[config.mk]
export PLATFORM = sky130hd
export DESIGN_NAME = edf_tick_scheduler_top
export DESIGN_NICKNAME = d
export VERILOG_FILES = /design/src/design/edf_pkg.sv /design/src/design/edf_pick.sv /design/src/design/edf_task_bank.sv /design/src/design/edf_tick_scheduler_top.sv
export SDC_FILE = /design/constraint.sdc
export NUM_CORES = 1
export LEC_CHECK = 0
export ABC_CLOCK_PERIOD_IN_PS = 11000
export BUFFER_PORTS_ARGS = -buffer_cell sky130_fd_sc_hd__clkbuf_2
export CAP_MARGIN = 20
export CORE_ASPECT_RATIO = 0.8
export CORE_MARGIN = 1.5
export CORE_UTILIZATION = 57
export CTS_CLUSTER_DIAMETER = 30
export DETAILED_ROUTE_END_ITERATION = 7
export HOLD_SLACK_MARGIN = 0.1
export PLACE_DENSITY = 0.77
export SETUP_SLACK_MARGIN = 0.3
export SLEW_MARGIN = 5
export SYNTH_ARGS = -nofsm -noshare
export SYNTH_HDL_FRONTEND = slang
export SYNTH_SLANG_ARGS = --single-unit
[constraint.sdc]
create_clock -name i_clk -period 11 [get_ports i_clk]
set_clock_uncertainty 0.15 [all_clocks]
set_input_delay 2.2 -clock i_clk [delete_from_list [all_inputs] [get_ports i_clk]]
set_output_delay 2.2 -clock i_clk [all_outputs]
set_load 0.1 [all_outputs]
[src/design/edf_pkg.sv]
package edf_pkg;

    localparam int unsigned MAX_TASKS       = 4;
    localparam int unsigned DEF_TASK_COUNT  = 4;
    localparam int unsigned TASK_IDX_W      = 2;
    localparam int unsigned BYTE_W          = 8;
    localparam int unsigned CNT_W           = 16;
    localparam int unsigned RUN_W           = 3;
    localparam int unsigned CFG_IDX_W       = 3;

    localparam logic [RUN_W-1:0]  IDLE_CODE  = 3'd4;
    localparam logic              CFG_PERIOD = 1'b0;
    localparam logic              CFG_BURST  = 1'b1;
    localparam logic [BYTE_W-1:0] PERIOD_RST = 8'd1;
    localparam logic [CNT_W-1:0]  CNT_MAX    = 16'hFFFF;

    typedef logic [MAX_TASKS-1:0][BYTE_W-1:0] t_byte_vec;
    typedef logic [MAX_TASKS-1:0][CNT_W-1:0]  t_cnt_vec;

    typedef struct packed {
        logic                  busy;
        logic [TASK_IDX_W-1:0] idx;
    } t_pick;

    function automatic logic [BYTE_W-1:0] load_period(input logic [BYTE_W-1:0] p);
        load_period = (p == '0) ? PERIOD_RST : p;
    endfunction

    function automatic logic [CNT_W-1:0] sat_inc(input logic [CNT_W-1:0] v);
        sat_inc = (v == CNT_MAX) ? v : v + 1'b1;
    endfunction

endpackage

[src/design/edf_pick.sv]
module edf_pick
    import edf_pkg::*;
#(
    parameter int unsigned TASK_COUNT = DEF_TASK_COUNT
) (
    input  t_byte_vec i_time_left,
    input  t_byte_vec i_work_left,
    output t_pick     o_pick
);

    logic [BYTE_W-1:0] best;

    always_comb begin
        o_pick = '0;
        best   = '0;
        for (int k = 0; k < MAX_TASKS; k++) begin
            if ((k < TASK_COUNT) && (i_work_left[k] != '0)) begin
                if (!o_pick.busy || (i_time_left[k] < best)) begin
                    o_pick.busy = 1'b1;
                    o_pick.idx  = TASK_IDX_W'(k);
                    best        = i_time_left[k];
                end
            end
        end
    end

endmodule

[src/design/edf_task_bank.sv]
module edf_task_bank
    import edf_pkg::*;
#(
    parameter int unsigned TASK_COUNT = DEF_TASK_COUNT
) (
    input  logic                 i_clk,
    input  logic                 i_rst_n,
    input  logic                 i_cfg_we,
    input  logic [CFG_IDX_W-1:0] i_cfg_index,
    input  logic [BYTE_W-1:0]    i_cfg_data,
    input  logic                 i_step,
    input  t_pick                i_pick,
    output t_byte_vec            o_time_left,
    output t_byte_vec            o_work_left,
    output logic                 o_job_done,
    output logic [MAX_TASKS-1:0] o_miss_mask,
    output t_cnt_vec             o_done_next,
    output t_cnt_vec             o_miss_next
);

    t_byte_vec r_period, n_period;
    t_byte_vec r_burst, n_burst;
    t_byte_vec r_ttr, n_ttr;
    t_byte_vec r_wl, n_wl;
    t_cnt_vec  r_done, n_done;
    t_cnt_vec  r_miss, n_miss;

    logic [MAX_TASKS-1:0] fin;
    logic [BYTE_W-1:0]    wl_run;
    logic [BYTE_W-1:0]    t_dec;
    logic                 ran;
    logic                 adv;
    logic                 rel;
    logic                 cfg_hit;

    always_comb begin
        n_period    = r_period;
        n_burst     = r_burst;
        n_ttr       = r_ttr;
        n_wl        = r_wl;
        n_done      = r_done;
        n_miss      = r_miss;
        fin         = '0;
        o_miss_mask = '0;
        wl_run      = '0;
        t_dec       = '0;
        ran         = 1'b0;
        adv         = 1'b0;
        rel         = 1'b0;
        cfg_hit     = 1'b0;
        for (int k = 0; k < MAX_TASKS; k++) begin
            cfg_hit = i_cfg_we && (i_cfg_index[CFG_IDX_W-1:1] == TASK_IDX_W'(k));
            adv     = i_step && (k < TASK_COUNT);
            ran     = adv && i_pick.busy && (i_pick.idx == TASK_IDX_W'(k));
            wl_run  = ran ? r_wl[k] - 1'b1 : r_wl[k];
            fin[k]  = ran && (wl_run == '0);
            t_dec   = (r_ttr[k] == '0) ? '0 : r_ttr[k] - 1'b1;
            rel     = adv && (t_dec == '0);
            if (fin[k]) begin
                n_done[k] = sat_inc(r_done[k]);
            end
            if (rel && (wl_run != '0)) begin
                o_miss_mask[k] = 1'b1;
                n_miss[k]      = sat_inc(r_miss[k]);
            end
            if (adv) begin
                n_ttr[k] = rel ? load_period(r_period[k]) : t_dec;
                n_wl[k]  = rel ? r_burst[k] : wl_run;
            end
            if (cfg_hit && (i_cfg_index[0] == CFG_PERIOD)) begin
                n_period[k] = i_cfg_data;
                n_ttr[k]    = load_period(i_cfg_data);
            end
            if (cfg_hit && (i_cfg_index[0] == CFG_BURST)) begin
                n_burst[k] = i_cfg_data;
                n_wl[k]    = i_cfg_data;
            end
        end
    end

    always_ff @(posedge i_clk) begin
        if (!i_rst_n) begin
            r_period <= {MAX_TASKS{PERIOD_RST}};
            r_burst  <= '0;
            r_ttr    <= {MAX_TASKS{PERIOD_RST}};
            r_wl     <= '0;
            r_done   <= '0;
            r_miss   <= '0;
        end else begin
            r_period <= n_period;
            r_burst  <= n_burst;
            r_ttr    <= n_ttr;
            r_wl     <= n_wl;
            r_done   <= n_done;
            r_miss   <= n_miss;
        end
    end

    assign o_time_left = r_ttr;
    assign o_work_left = r_wl;
    assign o_job_done  = |fin;
    assign o_done_next = n_done;
    assign o_miss_next = n_miss;

endmodule

[src/design/edf_tick_scheduler_top.sv]
// An accepted request passes through the input register and then the result register to its result.
// One request per cycle while o_in_stall is low; the next task state is computed combinationally.
// A request with tick low is taken but yields no result and leaves the state unchanged.
// Reset (i_rst_n low, synchronous): periods 1, bursts 0, task bank counters 0, pipeline empty.
module edf_tick_scheduler_top
    import edf_pkg::*;
#(
    parameter int unsigned TASK_COUNT = DEF_TASK_COUNT
) (
    input  logic                 i_clk,
    input  logic                 i_rst_n,
    input  logic                 i_in_valid,
    output logic                 o_in_stall,
    input  logic                 i_tick,
    output logic                 o_out_valid,
    input  logic                 i_out_stall,
    output logic [RUN_W-1:0]     o_running_task,
    output logic                 o_job_done,
    output logic [MAX_TASKS-1:0] o_miss_mask,
    output logic [CNT_W-1:0]     o_done_count_0,
    output logic [CNT_W-1:0]     o_done_count_1,
    output logic [CNT_W-1:0]     o_done_count_2,
    output logic [CNT_W-1:0]     o_done_count_3,
    output logic [CNT_W-1:0]     o_miss_count_0,
    output logic [CNT_W-1:0]     o_miss_count_1,
    output logic [CNT_W-1:0]     o_miss_count_2,
    output logic [CNT_W-1:0]     o_miss_count_3,
    input  logic                 i_cfg_we,
    input  logic [CFG_IDX_W-1:0] i_cfg_index,
    input  logic [BYTE_W-1:0]    i_cfg_data
);

    logic                 r_s1_valid;
    logic                 r_s1_tick;
    logic                 r_out_valid;
    logic [RUN_W-1:0]     r_run;
    logic                 r_done;
    logic [MAX_TASKS-1:0] r_miss;
    t_cnt_vec             r_done_cnt;
    t_cnt_vec             r_miss_cnt;

    logic                 s1_advance;
    logic                 step;
    t_pick                pick;
    t_byte_vec            time_left;
    t_byte_vec            work_left;
    logic                 job_done;
    logic [MAX_TASKS-1:0] miss_mask;
    t_cnt_vec             done_next;
    t_cnt_vec             miss_next;

    assign s1_advance = !r_out_valid || !i_out_stall;
    assign o_in_stall = r_s1_valid && !s1_advance;
    assign step       = r_s1_valid && r_s1_tick && s1_advance;

    edf_pick #(
        .TASK_COUNT(TASK_COUNT)
    ) u_pick (
        .i_time_left(time_left),
        .i_work_left(work_left),
        .o_pick     (pick)
    );

    edf_task_bank #(
        .TASK_COUNT(TASK_COUNT)
    ) u_bank (
        .i_clk      (i_clk),
        .i_rst_n    (i_rst_n),
        .i_cfg_we   (i_cfg_we),
        .i_cfg_index(i_cfg_index),
        .i_cfg_data (i_cfg_data),
        .i_step     (step),
        .i_pick     (pick),
        .o_time_left(time_left),
        .o_work_left(work_left),
        .o_job_done (job_done),
        .o_miss_mask(miss_mask),
        .o_done_next(done_next),
        .o_miss_next(miss_next)
    );

    always_ff @(posedge i_clk) begin
        if (!i_rst_n) begin
            r_s1_valid  <= 1'b0;
            r_out_valid <= 1'b0;
        end else begin
            if (i_in_valid && !o_in_stall) begin
                r_s1_valid <= 1'b1;
            end else if (s1_advance) begin
                r_s1_valid <= 1'b0;
            end
            if (s1_advance) begin
                r_out_valid <= r_s1_valid && r_s1_tick;
            end
        end
    end

    always_ff @(posedge i_clk) begin
        if (i_in_valid && !o_in_stall) begin
            r_s1_tick <= i_tick;
        end
        if (step) begin
            r_run      <= pick.busy ? RUN_W'(pick.idx) : IDLE_CODE;
            r_done     <= job_done;
            r_miss     <= miss_mask;
            r_done_cnt <= done_next;
            r_miss_cnt <= miss_next;
        end
    end

    assign o_out_valid    = r_out_valid;
    assign o_running_task = r_run;
    assign o_job_done     = r_done;
    assign o_miss_mask    = r_miss;
    assign o_done_count_0 = r_done_cnt[0];
    assign o_done_count_1 = r_done_cnt[1];
    assign o_done_count_2 = r_done_cnt[2];
    assign o_done_count_3 = r_done_cnt[3];
    assign o_miss_count_0 = r_miss_cnt[0];
    assign o_miss_count_1 = r_miss_cnt[1];
    assign o_miss_count_2 = r_miss_cnt[2];
    assign o_miss_count_3 = r_miss_cnt[3];

`ifndef SYNTH
    a_idle_no_done: assert property (@(posedge i_clk) disable iff (!i_rst_n)
        (o_out_valid && (o_running_task == IDLE_CODE)) |-> !o_job_done)
        else $error("job completion reported on an idle tick");

    a_stall_needs_full: assert property (@(posedge i_clk) disable iff (!i_rst_n)
        o_in_stall |-> (o_out_valid && i_out_stall))
        else $error("input stalled while result register can drain");

    a_step_makes_result: assert property (@(posedge i_clk) disable iff (!i_rst_n)
        step |=> o_out_valid)
        else $error("scheduled tick produced no result");
`endif

endmodule
==> impl_metrics.py <==
metrics = {
    "min_path": {
        "min_path_cells": 2,
        "hold_class": "reg -> reg",
        "whs_endpoint": "u_bank.r_burst[31]",
        "hp-start": "u_bank.r_burst[31]",
    },
    "sta": {
        "fmax_ghz": 0.107,
        "final_max_slew_viol_count": 0,
        "rsz0062_at_grt": "false",
        "report.final.hold_viol_count": 0,
        "finalSetupViolations": 0,
        "tightestPinTransition_ns": 1.12,
        "relSlewSlack_pct": 25.5,
        "fin_crit_ns": 9.35,
        "fin_setup_tns_ns": 0,
        "finalCritPeriodShare_pct": 85.0,
    },
    "logic_synthesis": {
        "synth.most_common_cell": "nand2_1",
        "ys_ff_latch": 395,
        "synthCells": 1962,
        "syn-cell-area_mm2": 0.0184,
        "synth_edf_count": 137,
        "yosysTopAreaCell": "dfxtp_1",
        "yosys_warnings": 0,
        "yosys.area.top_type_share_pct": 28.0,
        "synth_top_flop_cell": "dfxtp_1",
        "syn-num-nets": 2019,
        "synth_commonest_cells": "nand2_1, dfxtp_1, a21oi_1, edfxtp_1, nor2_1",
        "yosysSeqAreaShare_pct": 50.3,
        "yosysUniqueCellTypes": 80,
        "syn_avg_cell_area_um2": 9.40,
        "yosys-top-cells-area": "dfxtp_1, edfxtp_1, nand2_1",
        "ys_async_sr_fraction_pct": 0,
    },
    "floorplan": {
        "dieArea_mm2": 0.0335,
        "die_w_um": 204,
        "io_pins": 155,
        "die_y_um": 164,
        "core_mm2": 0.0316,
        "initial_core_util_pct": 58.3,
        "num_rows": 58,
    },
    "drt": {
        "routedWlPerCell_um": 17.8,
        "first_pass_iters": 6,
        "vias": 15207,
        "drtIter0Drc": 1355,
        "drc": 0,
        "postRouteAntennaNets": 0,
        "finalWirelength_mm": 46.0,
        "via_per_inst": 5.89,
    },
    "clocking": {
        "clockRootBuffer": "clkbuf_16",
        "clk_pin_slew_ns": 0.06,
        "cts_tree": "yes",
        "clkLatencyLatePin_ns": 0.60,
        "cts_made_buffers": 60,
        "hold_buffers": 0,
        "cts_max_path_buffers": 3,
        "cts_sinks": 395,
        "cts_max_level": 2,
        "post_cts_buffers": 0,
        "cts-resized-gates": 0,
    },
    "layout": {
        "fill_cells": 2432,
        "finalNetCount": 2165,
        "fin_area_mm2": 0.0217,
        "n_antenna_cell": 0,
        "drive_above_1_share_pct": 15.0,
        "layout.cells.non_filler": 2580,
        "syn2layout_area_growth_pct": 17.5,
    },
    "grt": {
        "overflow": 0,
        "antenna_found_initial": 0,
        "grtUsageTotal_pct": 27.1,
        "grt_max_degree": 83,
        "grt_pass1_wl_mm": 73.7,
        "grt_pass1_vias": 14177,
    },
    "worst_setup_path": {
        "r2r_start": "u_bank.o_work_left[0]",
        "crit_family": "simple AND/OR/NAND/NOR gates",
        "cp-end-kind": "flip-flop",
        "r2r-end": "o_miss_count_1[14]",
        "arrival_ns": 9.55,
        "crit_slowest_cell": "or4_4",
        "worstPathMaxFanout": 15,
        "cp.buffers_inverters": 1,
        "critPathKind": "reg -> reg",
        "rr_worst_depth": 31,
        "rrSetupSlack_ns": 1.65,
        "crit_required_ns": 11.19,
        "start_kind": "flip-flop",
        "slowest_delay_ns": 0.61,
    },
    "place": {
        "hpwl_mm": 30.3,
        "place_area_mm2": 0.0195,
        "dp.cells": 2465,
        "io_buffers": 154,
        "place_congestion": 0.949,
    },
    "power_and_ir_drop": {
        "peakVddDrop_v": 0.000136,
        "total_power_mw": 4.32,
        "p_leak_nw": 8.16,
        "powerDensity_mw_per_mm2": 199,
    },
    "status": {
        "outcome": "finished clean",
    },
    "run": {
        "max_cap_violations": 0,
    },
}
layout make-up:
cell class	count	area [um^2]	area share, %
multi-input cells	1438	8670	40.0
clock buffers	67	1570	7.25
repair buffers	167	868	4.01
clock inverters	47	586	2.70
flip-flops and latches	395	9280	42.8
well taps	420	526	2.42
inverters	46	179	0.826
per-layer routing:
metal  GRT usage (%)  vias up  part of all wire, %
met5               0        -                    0
met2            42.4      536                   45
met3            4.90       82                  7.2
met1            38.3     7245                   46
li1                -     7344                    -
met4            8.19        0                  2.1
how the worst max path moves through the flow:
stage / startpoint / to / slack (ns) / depth (start not counted)
finish: u_bank.o_work_left[0] / o_miss_count_1[14] / 1.65 / 31
global route: u_bank.o_work_left[0] / u_bank.r_done[51] / 0.79 / 30
CTS: u_bank.o_work_left[0] / o_miss_count_1[14] / 1.77 / 31
detailed placement: u_bank.o_work_left[0] / o_miss_count_1[14] / 1.77 / 31
global placement: u_bank.o_work_left[0] / o_done_count_1[7] / 2.01 / 29
floorplan: u_bank.o_work_left[0] / o_miss_count_1[14] / 2.69 / 35
kinds of logic (layout without fill, tap and decap cells):
group / count (synthesis) / in the layout / share of synthesized area [%]
AOI/OAI and AO/OA: 381 / 381 / 13.4
buffers and inverters: 129 / 327 / 2.74
xor gates and xnor gates: 118 / 118 / 5.60
adders and majority gates: 40 / 40 / 2.71
muxes: 25 / 25 / 1.47
and+or+nand+nor: 874 / 874 / 23.8
DFF: 395 / 395 / 50.3
flip-flops by register name, indices dropped and copies added, names as in the netlist, 3 cells and up:
register,flops
u_bank.r_miss,64
u_bank.o_work_left,32
u_bank.r_period,32
u_bank.r_done,64
o_miss_count_3,16
o_done_count_1,16
o_done_count_3,16
u_bank.o_time_left,32
o_done_count_2,16
o_running_task,3
o_miss_count_1,16
o_miss_mask,4
u_bank.r_burst,32
o_miss_count_2,16
o_miss_count_0,16
o_done_count_0,16
worst register-to-register path: cells and delay by family, from the launching register on:
family	cells	cell delay, ns
simple gates	13	3.68
compound gates	12	3.52
fa+ha+maj	4	1.04
flops	1	0.33
mux	1	0.29
buf+inv	1	0.10
power by group:
part           internal [mW]  switching, mW
Sequential              1.56         0.0436
Clock                   1.24          0.750
Combinational          0.199          0.524
cells in the final DEF, fill, tap and decap left out, types with 7 or more instances in the layout:
cell type	n
edfxtp_1	137
o211ai_1	26
mux2i_1	12
bufinv_16	8
nor4_1	14
nand2_1	281
and2_1	118
a21oi_1	156
ha_1	40
nor3_2	7
inv_1	43
a211oi_1	7
o21ai_0	60
nand4b_1	7
nand2b_1	20
clkbuf_2	154
or3_1	17
dfxtp_1	258
mux2_2	9
and3_1	46
clkinvlp_4	11
nand3_1	83
xnor2_1	74
xor2_1	44
nor2b_1	13
clkbuf_16	62
a31oi_1	20
nand4_1	40
buf_4	13
nor3_1	60
o21a_1	13
a41oi_1	10
nor2_1	132
inv_6	13
and4_1	8
through the flow:
step                      utilization, %  hold WS [ns]  setup slack (ns)
final                               68.5         0.303              1.65
after global routing                68.5         0.324             0.793
after CTS                           68.5         0.304              1.77
after detailed placement            61.7         0.297              1.77
after global placement              61.7         0.292              2.01
after floorplan                        -         0.286              2.69
Power figures use the tool's default switching activity.
